`config.mk`:
```
export PLATFORM = sky130hd
export DESIGN_NAME = gdsf_line_mem
export DESIGN_NICKNAME = d
export VERILOG_FILES = /design/src/hdl/gdsf_pkg.sv /design/src/hdl/gdsf_line_mem.sv
export SDC_FILE = /design/constraint.sdc
export NUM_CORES = 2
export LEC_CHECK = 0
export BUFFER_PORTS_ARGS = -buffer_cell sky130_fd_sc_hd__buf_4
export CAP_MARGIN = 20
export CORE_ASPECT_RATIO = 1.2
export CORE_MARGIN = 8
export CORE_UTILIZATION = 60
export CTS_CLUSTER_DIAMETER = 50
export DETAILED_ROUTE_END_ITERATION = 6
export MAX_ROUTING_LAYER = met4
export PLACE_DENSITY = 0.76
export REMOVE_ABC_BUFFERS = 1
export SLEW_MARGIN = 0
export SYNTH_ARGS = -nofsm -noshare
export SYNTH_HDL_FRONTEND = slang
export SYNTH_SLANG_ARGS = --single-unit
```
`constraint.sdc`:
```
create_clock -name clk_i -period 7.82 [get_ports clk_i]
set_input_delay 1.564 -clock clk_i [delete_from_list [all_inputs] [get_ports clk_i]]
set_output_delay 1.564 -clock clk_i [all_outputs]
set_load 0.02 [all_outputs]
```
`src/hdl/gdsf_pkg.sv`:
```
// Shared types, constants and the sRGB encode table for the glyph drop-shadow filter.
`default_nettype none

package gdsf_pkg;

  localparam int FrameWidthW     = 9;
  localparam int FrameWidthReset = 3;
  localparam int MinWidth        = 3;
  localparam int DefaultMaxWidth = 256;
  localparam int PixelW          = 8;
  localparam int LineEntryW      = 2 * PixelW;
  localparam int RowCountW       = 2;
  localparam int SumW            = 12;
  localparam int NumW            = 21;
  localparam int RoundHalf       = 2040;
  localparam int AlphaMax        = 255;
  localparam int Recip255        = 257;
  localparam int GrayBigW        = 208;

  typedef struct packed {
    logic [PixelW-1:0] alpha_in;
    logic              frame_start;
  } in_item_t;

  typedef struct packed {
    logic [PixelW-1:0] alpha_out;
    logic [PixelW-1:0] gray_out;
  } out_item_t;

  typedef logic [255:0][PixelW-1:0] gray_tab_t;

  // G(v) counts the levels d with v^5 * 10761^12 >= 255^5 * (40d+541)^12,
  // an exact integer form of round(255 * srgb_encode(v/255)).
  function automatic gray_tab_t build_gray();
    gray_tab_t            tab;
    logic [GrayBigW-1:0]  rhs [256];
    logic [GrayBigW-1:0]  lhs;
    int                   cnt;
    tab    = '0;
    rhs[0] = '0;
    for (int v = 1; v < 256; v++) begin
      rhs[v] = GrayBigW'(1);
      for (int k = 0; k < 5; k++) rhs[v] = rhs[v] * GrayBigW'(255);
      for (int k = 0; k < 12; k++) rhs[v] = rhs[v] * GrayBigW'(40 * v + 541);
    end
    for (int v = 1; v < 256; v++) begin
      lhs = GrayBigW'(1);
      for (int k = 0; k < 5; k++) lhs = lhs * GrayBigW'(v);
      for (int k = 0; k < 12; k++) lhs = lhs * GrayBigW'(10761);
      cnt = 0;
      for (int d = 1; d < 256; d++) begin
        if (lhs >= rhs[d]) cnt = cnt + 1;
      end
      tab[v] = PixelW'(cnt);
    end
    return tab;
  endfunction

  localparam gray_tab_t GrayTab = build_gray();

endpackage

`default_nettype wire

```
`src/hdl/gdsf_line_mem.sv`:
```
// Two-line pixel store: one write port, one read port with registered read data.
`default_nettype none

module gdsf_line_mem #(
  parameter int Depth = gdsf_pkg::DefaultMaxWidth,
  parameter int AddrW = $clog2(gdsf_pkg::DefaultMaxWidth),
  parameter int DataW = gdsf_pkg::LineEntryW
) (
  input  wire logic             clk_i,
  input  wire logic             wr_en_i,
  input  wire logic [AddrW-1:0] wr_addr_i,
  input  wire logic [DataW-1:0] wr_data_i,
  input  wire logic             rd_en_i,
  input  wire logic [AddrW-1:0] rd_addr_i,
  output logic      [DataW-1:0] rd_data_o
);

  logic [DataW-1:0] mem_q [Depth];
  logic [DataW-1:0] rd_data_q;

  always_ff @(posedge clk_i) begin
    if (wr_en_i) begin
      mem_q[wr_addr_i] <= wr_data_i;
    end
  end

  always_ff @(posedge clk_i) begin
    if (rd_en_i) begin
      rd_data_q <= mem_q[rd_addr_i];
    end
  end

  assign rd_data_o = rd_data_q;

endmodule

`default_nettype wire

```
# Word level (Yosys, flattened, before mapping)
# Memory sizes are Yosys's and may differ from the RTL's. A register that Yosys moved wholly into a read port is not among the register bits.
# Cells that the tools add are included.
# totals
mem_bits_rw,4096
register_bits,0
word_cells,3
output_inout_bits,16
latch_bits,0
memories,1
mem_bits_ro,0
input_bits,35
# op_classes
order_cmp,0
add_sub_neg,0
mux,2
eq_ne,0
reduce_logical,0
bitwise,0
div_mod_pow,0
n_shift,0
n_mul,0
# mem_list
name,words,width,read_ports,rd_ports_with_merged_regs,wr,line,text
mem_q,256,16,1,1,1,gdsf_line_mem.sv:18,logic [DataW-1:0] mem_q [Depth];
# ops
op,count
$mux 1,2

# Logic depth before layout (Yosys ltp)
# logic_depth
ltp_word,2
mapped_depth,12
depth_no_buf,6

# Worst setup path before layout
# OpenSTA, ideal clock, no wires.
# synth_timing
path_type,input port to flip-flop
from,input rd_addr_i[0]
to,"register rd_data_q[4], in the netlist rd_data_o[4], read port of mem_q (data pin)"
t_arrival_ns,3.548
t_required_ns,7.555
setup_ns,0.265
cell_stages,8
n_path_buf,3
slack_ns,4.007
cell_sequence,buf_6 > buf_6 > buf_2 > mux4_2 > mux4_2 > a22o_1 > o32ai_2 > nor4_2
# synth_rtl
item,line,text
"start, declared",gdsf_line_mem.sv:14,"input wire logic [AddrW-1:0] rd_addr_i,"
"end, declared",gdsf_line_mem.sv:19,logic [DataW-1:0] rd_data_q;

==> flow_results.xml <==
<?xml version="1.0" encoding="UTF-8"?>
<metrics>
  <group name="placement">
    <metric name="gp_routability_congestion" unit="">0.961</metric>
    <metric name="placedInstanceArea" unit="sq um">165000</metric>
    <metric name="hpwl" unit="mm">237</metric>
    <metric name="detailedPlace.worstSlack" unit="ps">2270</metric>
    <metric name="port_buffers" unit="">50</metric>
  </group>
  <group name="route">
    <metric name="vias" unit="">80700</metric>
    <metric name="postRouteWirelength" unit="mm">415</metric>
    <metric name="firstDrtPassIters" unit="">7</metric>
    <metric name="viasPerCell" unit="">7.01</metric>
    <metric name="postRouteAntennaNets" unit="">0</metric>
    <metric name="drt_drc_violations_left" unit="">0</metric>
    <metric name="route.detailed.wl_per_inst" unit="um">36.0</metric>
    <metric name="detail_route.iter0.violations" unit="">12400</metric>
  </group>
  <group name="critical_path">
    <metric name="worstPathMaxFanout" unit="">62</metric>
    <metric name="timing.critical_path.required" unit="ps">8530</metric>
    <metric name="worstSetupPathType" unit="">in -&gt; reg</metric>
    <metric name="end_kind" unit="">flop</metric>
    <metric name="crit_arrival" unit="ps">5510</metric>
    <metric name="worst_setup_path_start_kind" unit="">input port</metric>
    <metric name="reg2reg_to" unit="">rd_data_o[3]</metric>
    <metric name="crit-reg2reg-launch" unit="">mem_q[130][3]</metric>
    <metric name="rr_worst_depth" unit="">6</metric>
    <metric name="reg2reg_slack" unit="ps">4520</metric>
  </group>
  <group name="grt">
    <metric name="first_global_vias" unit="">80300</metric>
    <metric name="overflow_after_grt" unit="">0</metric>
    <metric name="global_route_track_usage_on_met1" unit="">0.392</metric>
    <metric name="grt_usage" unit="">0.298</metric>
    <metric name="grt_start_max_net_pins" unit="">204</metric>
    <metric name="initial_antenna_violation_count" unit="">34</metric>
    <metric name="grt_pass1_wl" unit="mm">589</metric>
    <metric name="busiest_layer" unit="">met2</metric>
    <metric name="globalRouteMet2Util" unit="">0.460</metric>
    <metric name="gr-usage-met3" unit="">0.0613</metric>
  </group>
  <group name="logic_synthesis">
    <metric name="synth-seq-cells" unit="">4112</metric>
    <metric name="post_synthesis_cell_type_count" unit="">51</metric>
    <metric name="post_synth_main_area_contributors" unit="">edfxtp_1, mux4_2, mux2i_1</metric>
    <metric name="netlist.area_leader.share" unit="">0.777</metric>
    <metric name="yosys.cell_count.top_type" unit="">edfxtp_1</metric>
    <metric name="cells_after_synthesis" unit="">7360</metric>
    <metric name="netlist.top_cell.by_area" unit="">edfxtp_1</metric>
    <metric name="ys.flop_type" unit="">edfxtp_1</metric>
    <metric name="post_synthesis_mean_instance_area" unit="sq um">21.6</metric>
    <metric name="synth.yosys.seq_area_share" unit="">0.777</metric>
    <metric name="ys_top_cells_by_count" unit="">edfxtp_1, mux4_2, mux2i_1</metric>
    <metric name="synthesis.area" unit="sq um">159000</metric>
    <metric name="synth_enable_flop_cells" unit="">4112</metric>
    <metric name="ys_warn_count" unit="">0</metric>
    <metric name="async_reset_ff_frac" unit="">0</metric>
  </group>
  <group name="cts">
    <metric name="cts_clock_pin_slew_for_the_worst_setup_and_hold_paths" unit="ps">70</metric>
    <metric name="tritoncts" unit="">yes</metric>
    <metric name="post_cts_hold_buffer_count" unit="">0</metric>
    <metric name="clock-sinks" unit="">4112</metric>
    <metric name="clkLatencyLatePin" unit="ps">910</metric>
    <metric name="cts_resized" unit="">0</metric>
    <metric name="max-clock-path-buffers" unit="">4</metric>
    <metric name="htreeDepth" unit="">5</metric>
    <metric name="cts_root_buffer" unit="">clkbuf_16</metric>
    <metric name="cts-buffers-inserted" unit="">384</metric>
    <metric name="buffers_inserted_during_post_cts_setup_optimization" unit="">0</metric>
  </group>
  <group name="die">
    <metric name="floorplan_core_area" unit="sq um">264000</metric>
    <metric name="die_w" unit="um">486</metric>
    <metric name="initial_core_util" unit="">0.601</metric>
    <metric name="std_cell_rows" unit="">207</metric>
    <metric name="die_outline_area" unit="sq um">282000</metric>
    <metric name="ios" unit="">51</metric>
    <metric name="die_height" unit="um">580</metric>
  </group>
  <group name="finish">
    <metric name="final.fill_count" unit="">15900</metric>
    <metric name="multi_input_area" unit="sq um">32900</metric>
    <metric name="area.growth.synth_to_final" unit="%">11.3</metric>
    <metric name="share_of_layout_cells_above_drive_strength_1" unit="">0.240</metric>
    <metric name="reg_area" unit="sq um">123000</metric>
    <metric name="final_area" unit="sq um">177000</metric>
    <metric name="layout.nets" unit="">7777</metric>
  </group>
  <group name="timing">
    <metric name="worst_pin_slew" unit="ps">1240</metric>
    <metric name="maxClockFrequency" unit="MHz">208</metric>
    <metric name="final.period_utilization" unit="">0.614</metric>
    <metric name="final_hold_viol_count" unit="">0</metric>
    <metric name="setup_ws" unit="ps">3020</metric>
    <metric name="setup_clock_skew_after_layout" unit="ps">36.7</metric>
    <metric name="slew-limit-headroom" unit="">0.175</metric>
    <metric name="unrepaired_setup_endpoints_after_global_routing" unit="">false</metric>
    <metric name="final_max_slew_viols" unit="">0</metric>
    <metric name="min_period" unit="ps">4800</metric>
    <metric name="finalSetupViolCount" unit="">0</metric>
  </group>
  <group name="job">
    <metric name="maxCapViolCount" unit="">0</metric>
  </group>
  <group name="hold_path">
    <metric name="holdPathEnd" unit="">mem_q[139][15]</metric>
    <metric name="whs_path_depth" unit="">1</metric>
    <metric name="hold_start" unit="">wr_data_i[15]</metric>
    <metric name="timing.hold.worst.class" unit="">in -&gt; reg</metric>
  </group>
  <group name="pwr">
    <metric name="max-vdd-ir-drop" unit="mV">0.176</metric>
    <metric name="pwr_density_cell" unit="nW/um^2">253</metric>
    <metric name="power_leakage" unit="nW">56.0</metric>
  </group>
  <group name="outcome">
    <metric name="run_status" unit="">complete, no violations</metric>
  </group>
</metrics>
==> logic make-up (layout without fill, tap and decap cells) <==
group	Yosys count	after routing	synth area share
flops	4112	4112	0.777
mux	1450	1450	0.155
compound gates	786	786	0.0353
simple gates	556	556	0.0157
buf+inv	456	1142	0.0169
other cells	0	27	0
==> flip-flops by register name, indices dropped and copies added, names as in the netlist <==
signal     cells
rd_data_o     16
mem_q       4096
==> cell usage in the layout (no fill, tap or decap), types with 38 or more instances in the layout <==
cell,instances
edfxtp_1,4112
mux4_2,797
mux2i_1,565
clkbuf_16,394
buf_4,394
nor2_1,274
o221ai_1,252
a21oi_1,175
o22ai_1,148
clkinv_1,101
nor3_1,90
mux2_2,88
clkinv_2,62
clkbuf_1,51
a22oi_1,43
nand2_1,38
==> final cells by class <==
type | instances | area share
multi-input combinational | 2792 | 0.186
tap | 3448 | 0.0244
clock inverter | 245 | 0.0116
antenna | 27 | 0.000382
clock buffer | 445 | 0.0569
timing repair buffer | 448 | 0.0222
sequential | 4112 | 0.698
inverter | 4 | 0.000156
==> where the power goes <==
part | internal (W) | total, W | switching [W]
combinational | 0.000746 | 0.00224 | 0.00150
clock | 0.0102 | 0.0182 | 0.00804
sequential | 0.0243 | 0.0243 | 0.0000386
total | 0.0352 | 0.0448 | 0.00957
==> per-layer routing <==
layer  vias up  part of all wire
li1      32000                 -
met1     42000              0.35
met2      5744              0.48
met3       988              0.11
met4         0             0.053
met5         -                 0
==> per-stage QoR <==
stage / hold slack (ps) / utilization / total power, W / setup TNS, ps / std cells
finish: 1060 / 0.669 / 0.0448 / 0 / 11500
detailed placement: 1160 / 0.623 / 0.0270 / 0 / 10800
floorplan: 973 / - / 0.0257 / -4060 / 6908
global route: 1050 / 0.669 / 0.0458 / 0 / 11500
global placement: 1140 / 0.623 / 0.0270 / 0 / 10800
CTS: 1020 / 0.669 / 0.0449 / 0 / 11500
==> worst max path at each step <==
| stage | endpoint | slack (ps) | cells past startpoint | startpoint |
|---|---|---|---|---|
| floorplan | rd_data_o[4] | -380 | 6 | rd_addr_i[2] |
| global placement | rd_data_o[13] | 2300 | 10 | rd_addr_i[1] |
| detailed placement | rd_data_o[1] | 2270 | 9 | rd_addr_i[1] |
| CTS | rd_data_o[1] | 3170 | 9 | rd_addr_i[1] |
| global route | rd_data_o[7] | 3000 | 9 | rd_addr_i[1] |
| finish | rd_data_o[1] | 3020 | 9 | rd_addr_i[1] |
==> worst max-delay path, cell delays in order <==
cell and delay [ps]:
buf_8 400, nand2b_4 580, buf_12 430, buf_4 290
o221ai_1 430, o32ai_1 180, a22oi_1 550, nand4_1 440
nor4_1 330
(Power assumes the default switching activity.)
